[src/sv/pcbb_pkg.sv]
// ----------------------------------------------------------------------------
// pcbb_pkg
// Shared types, constants and helpers for the prefix-compressed block builder.
// ----------------------------------------------------------------------------
package pcbb_pkg;

	localparam int MAX_KEY_LEN  = 256;
	localparam int KEY_AW       = $clog2(MAX_KEY_LEN);
	localparam int MAX_RESTARTS = 32;
	localparam int RST_AW       = $clog2(MAX_RESTARTS);
	localparam int CNT_W        = 6;
	localparam int FIFO_DEPTH   = 4;
	localparam int FIFO_AW      = $clog2(FIFO_DEPTH);

	localparam logic [7:0] RI_RESET = 8'd16;

	localparam logic [1:0] OP_KEY = 2'd0;
	localparam logic [1:0] OP_VAL = 2'd1;
	localparam logic [1:0] OP_FIN = 2'd2;

	typedef enum logic [1:0] {
		CMD_HDR  = 2'd0,
		CMD_BYTE = 2'd1,
		CMD_FIN  = 2'd2
	} cmd_kind_t;

	// One work unit from the front end to the emitter
	typedef struct packed {
		cmd_kind_t          kind;
		logic               rst_we;
		logic [RST_AW-1:0]  rst_idx;
		logic [31:0]        rst_off;
		logic [8:0]         shared_len;
		logic [8:0]         unshared_len;
		logic [15:0]        value_len;
		logic               has_byte;
		logic [7:0]         data;
		logic               ovf;
		logic [CNT_W-1:0]   cnt;
	} cmd_t;

	function automatic logic [1:0] varlen9(input logic [8:0] v);
		return (v >= 9'd128) ? 2'd2 : 2'd1;
	endfunction

	function automatic logic [1:0] varlen16(input logic [15:0] v);
		if (v >= 16'd16384)
			return 2'd3;
		else if (v >= 16'd128)
			return 2'd2;
		else
			return 2'd1;
	endfunction

endpackage

[src/sv/pcbb_front.sv]
// ----------------------------------------------------------------------------
// pcbb_front
// Accepts key/value/finish items, tracks the shared prefix against the
// stored previous key and issues header, byte and trailer commands.
// ----------------------------------------------------------------------------
module pcbb_front import pcbb_pkg::*; (
	input  logic        clk,
	input  logic        arst_n,
	input  logic        in_valid,
	output logic        in_stall,
	input  logic [1:0]  op,
	input  logic [7:0]  data,
	input  logic [8:0]  key_len,
	input  logic [15:0] value_len,
	input  logic        cfg_wr_en,
	input  logic [7:0]  cfg_wr_data,
	input  logic        fifo_full,
	output logic        push,
	output cmd_t        push_cmd
);

	logic [7:0]        ri_q;
	logic [8:0]        pkl_q, pkl_d;
	logic [7:0]        ec_q, ec_d;
	logic [KEY_AW-1:0] kp_q, kp_d;
	logic              sm_q, sm_d;
	logic [CNT_W-1:0]  rc_q, rc_d;
	logic [31:0]       boff_q, boff_d;

	logic [7:0]        pk_mem [MAX_KEY_LEN];
	logic [7:0]        pk_rd_q;
	logic              pk_we;

	logic       acc;
	logic [8:0] kl, p9, p1;
	logic       at_end, first, restart, sm_eff, match, ovf;
	logic [3:0] hdr_bytes;

	assign acc      = in_valid & ~fifo_full;
	assign in_stall = fifo_full;

	always_comb begin
		if (key_len == 9'd0)
			kl = 9'd1;
		else if (key_len > 9'(MAX_KEY_LEN))
			kl = 9'(MAX_KEY_LEN);
		else
			kl = key_len;
	end

	assign p9      = 9'(kp_q);
	assign p1      = p9 + 9'd1;
	assign at_end  = (p1 >= kl);
	assign first   = (kp_q == '0);
	assign restart = first && (ec_q >= ri_q);
	assign sm_eff  = first ? 1'b1 : sm_q;
	assign match   = (p9 < pkl_q) && (pk_rd_q == data);
	assign ovf     = (rc_q >= CNT_W'(MAX_RESTARTS));

	always_comb begin
		push     = 1'b0;
		push_cmd = '0;
		push_cmd.kind = CMD_BYTE;
		pk_we    = 1'b0;
		pkl_d    = pkl_q;
		ec_d     = ec_q;
		kp_d     = kp_q;
		sm_d     = sm_q;
		rc_d     = rc_q;
		boff_d   = boff_q;
		if (acc) begin
			case (op)
				OP_KEY: begin
					pk_we = 1'b1;
					sm_d  = sm_eff;
					if (first)
						ec_d = restart ? 8'd1 : ec_q + 8'd1;
					push_cmd.value_len = value_len;
					push_cmd.data      = data;
					if (restart) begin
						push                  = 1'b1;
						push_cmd.kind         = CMD_HDR;
						push_cmd.shared_len   = 9'd0;
						push_cmd.unshared_len = kl;
						push_cmd.has_byte     = 1'b1;
						push_cmd.ovf          = ovf;
						push_cmd.rst_we       = ~ovf;
						push_cmd.rst_idx      = rc_q[RST_AW-1:0];
						push_cmd.rst_off      = boff_q;
						if (!ovf)
							rc_d = rc_q + CNT_W'(1);
						sm_d = 1'b0;
					end else if (sm_eff) begin
						if (!match) begin
							push                  = 1'b1;
							push_cmd.kind         = CMD_HDR;
							push_cmd.shared_len   = p9;
							push_cmd.unshared_len = (kl > p9) ? kl - p9 : 9'd0;
							push_cmd.has_byte     = 1'b1;
							sm_d                  = 1'b0;
						end else if (at_end) begin
							push                  = 1'b1;
							push_cmd.kind         = CMD_HDR;
							push_cmd.shared_len   = p1;
							push_cmd.unshared_len = (kl > p1) ? kl - p1 : 9'd0;
							push_cmd.has_byte     = 1'b0;
						end
					end else begin
						push = 1'b1;
					end
					if (at_end) begin
						pkl_d = p1;
						kp_d  = '0;
						sm_d  = 1'b1;
					end else begin
						kp_d = kp_q + KEY_AW'(1);
					end
				end
				OP_VAL: begin
					if (kp_q != '0) begin
						pkl_d = p9;
						kp_d  = '0;
						sm_d  = 1'b1;
					end
					push          = 1'b1;
					push_cmd.data = data;
				end
				OP_FIN: begin
					push          = 1'b1;
					push_cmd.kind = CMD_FIN;
					push_cmd.cnt  = rc_q;
					rc_d          = CNT_W'(1);
					pkl_d         = 9'd0;
					ec_d          = 8'd0;
					kp_d          = '0;
					sm_d          = 1'b1;
					boff_d        = 32'd0;
				end
				default: ;
			endcase
			// advance the block offset by the bytes this command will emit
			if (push && push_cmd.kind == CMD_HDR)
				boff_d = boff_q + 32'(hdr_bytes);
			else if (push && push_cmd.kind == CMD_BYTE)
				boff_d = boff_q + 32'd1;
		end
	end

	assign hdr_bytes = 4'(varlen9(push_cmd.shared_len)) + 4'(varlen9(push_cmd.unshared_len))
		+ 4'(varlen16(push_cmd.value_len)) + 4'(push_cmd.has_byte);

	always_ff @(posedge clk or negedge arst_n) begin
		if (!arst_n) begin
			ri_q   <= RI_RESET;
			pkl_q  <= 9'd0;
			ec_q   <= 8'd0;
			kp_q   <= '0;
			sm_q   <= 1'b1;
			rc_q   <= CNT_W'(1);
			boff_q <= 32'd0;
		end else begin
			if (cfg_wr_en)
				ri_q <= cfg_wr_data;
			pkl_q  <= pkl_d;
			ec_q   <= ec_d;
			kp_q   <= kp_d;
			sm_q   <= sm_d;
			rc_q   <= rc_d;
			boff_q <= boff_d;
		end
	end

	// prefetch the previous-key byte for the next key position
	always_ff @(posedge clk) begin
		if (pk_we)
			pk_mem[kp_q] <= data;
		pk_rd_q <= (pk_we && kp_q == kp_d) ? data : pk_mem[kp_d];
	end

endmodule

[src/sv/pcbb_fifo.sv]
// ----------------------------------------------------------------------------
// pcbb_fifo
// Short command queue between the front end and the emitter.
// ----------------------------------------------------------------------------
module pcbb_fifo import pcbb_pkg::*; (
	input  logic clk,
	input  logic arst_n,
	input  logic push,
	input  cmd_t push_cmd,
	output logic full,
	input  logic pop,
	output logic empty,
	output cmd_t head
);

	cmd_t               ent_q [FIFO_DEPTH];
	logic [FIFO_AW-1:0] wp_q, rp_q;
	logic [FIFO_AW:0]   cnt_q;

	assign full  = (cnt_q == (FIFO_AW+1)'(FIFO_DEPTH));
	assign empty = (cnt_q == '0);
	assign head  = ent_q[rp_q];

	always_ff @(posedge clk or negedge arst_n) begin
		if (!arst_n) begin
			wp_q  <= '0;
			rp_q  <= '0;
			cnt_q <= '0;
		end else begin
			if (push)
				wp_q <= wp_q + FIFO_AW'(1);
			if (pop)
				rp_q <= rp_q + FIFO_AW'(1);
			if (push && !pop)
				cnt_q <= cnt_q + (FIFO_AW+1)'(1);
			else if (pop && !push)
				cnt_q <= cnt_q - (FIFO_AW+1)'(1);
		end
	end

	always_ff @(posedge clk) begin
		if (push)
			ent_q[wp_q] <= push_cmd;
	end

endmodule

[src/sv/pcbb_back.sv]
// ----------------------------------------------------------------------------
// pcbb_back
// Expands commands into output beats: varint headers, key and value bytes,
// and the restart trailer. Owns the restart offset table.
// ----------------------------------------------------------------------------
module pcbb_back import pcbb_pkg::*; (
	input  logic        clk,
	input  logic        arst_n,
	input  logic        empty,
	input  cmd_t        head,
	output logic        pop,
	output logic        out_valid,
	input  logic        out_stall,
	output logic [31:0] out_data,
	output logic [2:0]  out_bytes,
	output logic        last,
	output logic        block_end,
	output logic        overflow
);

	typedef enum logic [5:0] {
		BK_IDLE = 6'b000001,
		BK_VAR  = 6'b000010,
		BK_BYTE = 6'b000100,
		BK_FRD  = 6'b001000,
		BK_FOUT = 6'b010000,
		BK_CNT  = 6'b100000
	} bk_state_t;

	bk_state_t         st_q, st_d;
	cmd_t              cmd_q;
	logic              ld_cmd;
	logic [1:0]        fld_q, fld_d;
	logic [15:0]       v_q, v_d;
	logic [RST_AW-1:0] idx_q, idx_d;

	logic [31:0]       rs_mem [MAX_RESTARTS];
	logic [31:0]       rs_rd_q;

	logic              out_valid_q;
	logic [31:0]       out_data_q;
	logic [2:0]        out_bytes_q;
	logic              last_q, block_end_q, overflow_q;

	logic              free, emit;
	logic [31:0]       e_data;
	logic [2:0]        e_bytes;
	logic              e_last, e_end, e_ovf;

	assign free = ~out_valid_q | ~out_stall;

	always_comb begin
		st_d    = st_q;
		fld_d   = fld_q;
		v_d     = v_q;
		idx_d   = idx_q;
		pop     = 1'b0;
		ld_cmd  = 1'b0;
		emit    = 1'b0;
		e_data  = 32'd0;
		e_bytes = 3'd1;
		e_last  = 1'b0;
		e_end   = 1'b0;
		e_ovf   = 1'b0;
		case (st_q)
			BK_IDLE: begin
				if (!empty) begin
					if (head.kind == CMD_BYTE) begin
						if (free) begin
							pop    = 1'b1;
							emit   = 1'b1;
							e_data = {24'd0, head.data};
							e_last = 1'b1;
						end
					end else if (head.kind == CMD_HDR) begin
						pop    = 1'b1;
						ld_cmd = 1'b1;
						st_d   = BK_VAR;
						fld_d  = 2'd0;
						v_d    = 16'(head.shared_len);
					end else begin
						pop    = 1'b1;
						ld_cmd = 1'b1;
						st_d   = BK_FRD;
						idx_d  = '0;
					end
				end
			end
			BK_VAR: begin
				if (free) begin
					emit  = 1'b1;
					e_ovf = cmd_q.ovf;
					if (v_q >= 16'd128) begin
						e_data = {24'd0, 1'b1, v_q[6:0]};
						v_d    = v_q >> 7;
					end else begin
						e_data = {24'd0, v_q[7:0]};
						case (fld_q)
							2'd0: begin
								fld_d = 2'd1;
								v_d   = 16'(cmd_q.unshared_len);
							end
							2'd1: begin
								fld_d = 2'd2;
								v_d   = cmd_q.value_len;
							end
							default: begin
								if (cmd_q.has_byte) begin
									st_d = BK_BYTE;
								end else begin
									st_d   = BK_IDLE;
									e_last = 1'b1;
								end
							end
						endcase
					end
				end
			end
			BK_BYTE: begin
				if (free) begin
					emit   = 1'b1;
					e_data = {24'd0, cmd_q.data};
					e_ovf  = cmd_q.ovf;
					e_last = 1'b1;
					st_d   = BK_IDLE;
				end
			end
			BK_FRD: begin
				st_d = BK_FOUT;
			end
			BK_FOUT: begin
				if (free) begin
					emit    = 1'b1;
					e_bytes = 3'd4;
					// restart point zero is always at offset zero
					e_data  = (idx_q == '0) ? 32'd0 : rs_rd_q;
					if (CNT_W'(idx_q) + CNT_W'(1) == cmd_q.cnt) begin
						st_d = BK_CNT;
					end else begin
						idx_d = idx_q + RST_AW'(1);
						st_d  = BK_FRD;
					end
				end
			end
			BK_CNT: begin
				if (free) begin
					emit    = 1'b1;
					e_bytes = 3'd4;
					e_data  = 32'(cmd_q.cnt);
					e_last  = 1'b1;
					e_end   = 1'b1;
					st_d    = BK_IDLE;
				end
			end
			default: st_d = BK_IDLE;
		endcase
	end

	always_ff @(posedge clk or negedge arst_n) begin
		if (!arst_n) begin
			st_q        <= BK_IDLE;
			out_valid_q <= 1'b0;
		end else begin
			st_q <= st_d;
			if (emit)
				out_valid_q <= 1'b1;
			else if (!out_stall)
				out_valid_q <= 1'b0;
		end
	end

	always_ff @(posedge clk) begin
		if (ld_cmd)
			cmd_q <= head;
		fld_q <= fld_d;
		v_q   <= v_d;
		idx_q <= idx_d;
		if (emit) begin
			out_data_q  <= e_data;
			out_bytes_q <= e_bytes;
			last_q      <= e_last;
			block_end_q <= e_end;
			overflow_q  <= e_ovf;
		end
	end

	// restart table: record on header pop; at finish each entry is read in BK_FRD before BK_FOUT sends it
	always_ff @(posedge clk) begin
		if (ld_cmd && head.rst_we)
			rs_mem[head.rst_idx] <= head.rst_off;
		rs_rd_q <= rs_mem[idx_q];
	end

	assign out_valid = out_valid_q;
	assign out_data  = out_data_q;
	assign out_bytes = out_bytes_q;
	assign last      = last_q;
	assign block_end = block_end_q;
	assign overflow  = overflow_q;

endmodule

[src/sv/prefix_compressed_block_builder_unit.sv]
// Path: a plain byte goes through the command queue and then the output register; a header
// first loads the emitter's command register, and a finish also takes a BK_FRD read step.
// Throughput: the front takes one item a cycle while the 4-entry queue has room;
// while the output is not stalled, the emitter gives one beat a cycle for header and data
// bytes, plus a load step for each header or finish command, a BK_FRD read step and a
// BK_FOUT send step per restart offset word and a BK_CNT send step for the count word.
// Reset: control state clears at once; restart interval returns to 16.
// ----------------------------------------------------------------------------
// prefix_compressed_block_builder_unit
// Sorted key-value block builder with prefix-compressed keys and restart
// trailer, split into a classifying front end, a command queue and an emitter.
// ----------------------------------------------------------------------------
module prefix_compressed_block_builder_unit import pcbb_pkg::*; (
	input  logic        clk,
	input  logic        arst_n,
	input  logic        in_valid,
	output logic        in_stall,
	input  logic [1:0]  op,
	input  logic [7:0]  data,
	input  logic [8:0]  key_len,
	input  logic [15:0] value_len,
	input  logic        cfg_wr_en,
	input  logic [7:0]  cfg_wr_data,
	output logic        out_valid,
	input  logic        out_stall,
	output logic [31:0] out_data,
	output logic [2:0]  out_bytes,
	output logic        last,
	output logic        block_end,
	output logic        overflow
);

	logic push, full, pop, empty;
	cmd_t push_cmd, head;

	pcbb_front u_front (
		.clk         (clk),
		.arst_n      (arst_n),
		.in_valid    (in_valid),
		.in_stall    (in_stall),
		.op          (op),
		.data        (data),
		.key_len     (key_len),
		.value_len   (value_len),
		.cfg_wr_en   (cfg_wr_en),
		.cfg_wr_data (cfg_wr_data),
		.fifo_full   (full),
		.push        (push),
		.push_cmd    (push_cmd)
	);

	pcbb_fifo u_fifo (
		.clk      (clk),
		.arst_n   (arst_n),
		.push     (push),
		.push_cmd (push_cmd),
		.full     (full),
		.pop      (pop),
		.empty    (empty),
		.head     (head)
	);

	pcbb_back u_back (
		.clk       (clk),
		.arst_n    (arst_n),
		.empty     (empty),
		.head      (head),
		.pop       (pop),
		.out_valid (out_valid),
		.out_stall (out_stall),
		.out_data  (out_data),
		.out_bytes (out_bytes),
		.last      (last),
		.block_end (block_end),
		.overflow  (overflow)
	);

endmodule
[config.mk]
export PLATFORM = sky130hd
export DESIGN_NAME = prefix_compressed_block_builder_unit
export DESIGN_NICKNAME = d
export VERILOG_FILES = /design/src/sv/pcbb_pkg.sv /design/src/sv/pcbb_front.sv /design/src/sv/pcbb_fifo.sv /design/src/sv/pcbb_back.sv /design/src/sv/prefix_compressed_block_builder_unit.sv
export SDC_FILE = /design/constraint.sdc
export NUM_CORES = 2
export LEC_CHECK = 0
export BUFFER_PORTS_ARGS = -buffer_cell sky130_fd_sc_hd__buf_2
export CAP_MARGIN = 20
export CORE_MARGIN = 5
export CORE_UTILIZATION = 65
export DETAILED_ROUTE_END_ITERATION = 8
export PLACE_DENSITY = 0.81
export SYNTH_ARGS = -nofsm -noshare
export SYNTH_HDL_FRONTEND = slang
export SYNTH_SLANG_ARGS = --single-unit
[constraint.sdc]
create_clock -name clk -period 13.45 [get_ports clk]
set_clock_uncertainty 0.05 [all_clocks]
set_input_delay 1.345 -clock clk [delete_from_list [all_inputs] [get_ports clk]]
set_output_delay 1.345 -clock clk [all_outputs]
set_load 0.02 [all_outputs]
==> run metrics <==
outcome completed; CP startpoint kind flop; Main synth FF type edfxtp_1; period utilization 0.776; proportion of layout cells with a drive suffix above 1 0.238; # port buffers 86; Period minus WS final 10.44 ns; number of buffers and inverters on the critical path 4; clk sinks 3659; hold-fix buffer count after cts 0; post-synthesis sequential area ratio 0.758; count leader, synth edfxtp_1; Comb power frac 0.197; Post-Route WL 406000 um; die span in x 481 um; CTS tree done; Clock Tree Root clkbuf_16; vias in the first global route 78500; power consumption 30.1 mW; syn avg cell area 20.4 sq um; Finish-stage setup viols 0; RePlAce Congestion 0.954; Final nets 7390; maximum buffer depth of the clock tree 4; core area 0.220 sq mm; Post-CTS Setup Bufs 0; Max Freq 95.8 MHz; RSZ-0062 raised after global routing false; vias per inst 7.52; Worst-path clk slew 0.06 ns; first-pass GRT wire length 575000 um; Placed Area 0.148 sq mm; Net Sw Frac 0.273; max-cap viol count 0; Clock power frac 0.340; worst path arrival time 11.23 ns; row cnt 172; drt pass-1 iters 8; Post-synth EDFFs 3533; Pint 21.9 mW; most frequent CP cell nor3_1; syn_nets 7157; post_cts resized 0; slowest cell on the critical path nor4_1; htree depth 5; Power Density 188 mW/mm^2; die footprint 0.231 sq mm; Ports 88; # fillers 11500; switching pwr 8.21 mW; Cells after Synth 7047; Unique masters post-synth 98; total negative slack 0 ns; Peak VDD IR 0.000170 V; Total GRT Usage 0.353; most frequent cells after synthesis edfxtp_1 (3533), mux4_2 (850), nor2_1 (408); chip height 481 um; Slew HR 0.119; top cells by area, synth edfxtp_1 (74%), mux4_2 (13%), dfrtp_1 (1.4%); CP required 14.24 ns; P&R area growth vs syn 11.1%; flip-flop and latch count after synthesis 3659; critical path's top delay family simple AND/OR/NAND/NOR gates; drt wl/cell 38.5 um; ys async rst share 0.0235; hpwl dp 218000 um; Seq pwr share 0.463; largest area contributor in the netlist edfxtp_1; HP Class input port to asynchronous set/reset pin; initial antenna violation count 25; via count 79200; crit path max fanout 43; CP Class flop to flop; Post-route DRC 0; Slew @ Worst Pin 1.32 ns; design area 0.160 sq mm; static leakage 50.3 nW; Final ANT Viol Nets 0; Clk Latency, worst-skew pair 0.97 ns; CP max stage delay 0.90 ns; gr ovfl total 0; Ys Warns 0; Starting DRT DRC Count 14700; Slew Limit Fails 0; CTS Buf Count 365; Final Hold Viols 0; Worst setup EP type flop; largest net degree at the start of global routing 201; Initial Util 0.654; Synth Cell Area 0.144 sq mm; post-synth top area share 0.737
-- path summary, 6_finish.rpt --
| path | start | to | slack [ns] | cells after the start |
|---|---|---|---|---|
| worst max register to register | flop | u_front.boff_q[27] | 3.01 | 29 |
| worst min register to register | u_back.rs_rd_q[20] | u_back.out_data[20] | 0.44 | 1 |
| max in group asynchronous | arst_n | u_front.ri_q[4] | 12.32 | 3 |
| worst min-delay path | arst_n | u_back.st_q[5] | 0.16 | 1 |
| min in group clk | u_back.rs_rd_q[20] | u_back.out_data[20] | 0.44 | 1 |
| worst max-delay path | flop | u_front.boff_q[27] | 3.01 | 29 |
-- state kept, by name, indices dropped and copies added (netlist names), 2 cells and up, named ones only --
register          count
u_back.st_q           6
u_front.pk_mem     2048
u_back.out_data      32
u_front.ec_q          8
u_back.out_bytes      2
u_back.rs_rd_q       32
u_fifo.wp_q           2
u_back.fld_q          2
u_front.rc_q          6
u_back.rs_mem      1024
u_back.idx_q          5
u_back.cmd_q         41
u_front.kp_q          8
u_front.boff_q       32
u_front.pkl_q         9
u_fifo.ent_q        360
u_front.ri_q          8
u_fifo.rp_q           2
u_back.v_q           16
u_fifo.cnt_q          3
-- cell usage in the layout, fill, tap and decap left out, types with 43 or more instances in the layout --
master,n
edfxtp_1,3533
mux4_2,850
nor2_1,372
clkbuf_16,371
nand2_1,192
mux2i_1,158
buf_4,147
a21oi_1,129
nand3_1,111
a22oi_1,111
mux2_2,88
dfrtp_1,80
buf_2,79
clkinv_1,78
o21ai_0,75
and3_1,72
nor3_1,69
inv_1,65
clkbuf_1,62
ha_1,57
clkinv_2,55
nor2b_1,47
and2_1,45
o22ai_1,45
bufinv_16,43
-- through the flow --
stage | std cells | util | worst slack, ns | hold WS [ns]
6_report | 10500 | 0.727 | 3.01 | 0.159
5_1_grt | 10500 | 0.726 | 2.86 | 0.144
4_1_cts | 10500 | 0.726 | 3.62 | 0.110
3_5_place_dp | 9859 | 0.672 | 3.78 | 0.439
3_3_place_gp | 9850 | 0.671 | 3.89 | 0.420
2_1_floorplan | 7047 | - | 5.86 | 0.403
-- final cells by class --
cell class	instances	area (sq um)	share of cell area
clock inverter	200	2110	0.0132
clock buffer	442	9640	0.0603
inverter	68	255	0.00160
tap	2958	3700	0.0232
timing repair buffer	261	2180	0.0136
sequential	3659	109000	0.682
multi-input combinational	2925	32800	0.205
antenna	19	47.5	0.000297
-- cells by family (layout without fill, tap and decap cells) --
family                     count (synthesis)  in the layout  share of synthesized area
DFF                                     3659           3659                      0.758
AOI/OAI and AO/OA                        598            598                     0.0285
and+or+nand+nor                         1124           1124                     0.0377
muxes                                   1098           1098                      0.151
xor gates and xnor gates                  42             42                    0.00256
adders and majority gates                 62             62                    0.00565
buffers and inverters                    463            971                     0.0167
other                                      1             20                  0.0000261
-- power groups by stage --
stage / Clock [mW] / Combinational (mW) / Sequential (mW)
after floorplan: 0 / 4.07 / 14.0
after global placement: 0 / 5.52 / 14.1
after detailed placement: 0 / 5.65 / 14.1
after CTS: 10.2 / 5.84 / 13.9
after global routing: 10.8 / 6.19 / 14.0
final: 10.2 / 5.92 / 13.9
-- routing by layer --
layer  wire (um)  up-vias  share of wire  track usage
met1      131000    40100           0.32        0.470
met3       57200     1643           0.14        0.103
met2      190000     7943           0.47        0.537
met5         113        -        0.00028            0
met4       27200       16          0.067        0.189
li1            -    29600              -            -
No activity file was read; power rests on OpenSTA's default activity.
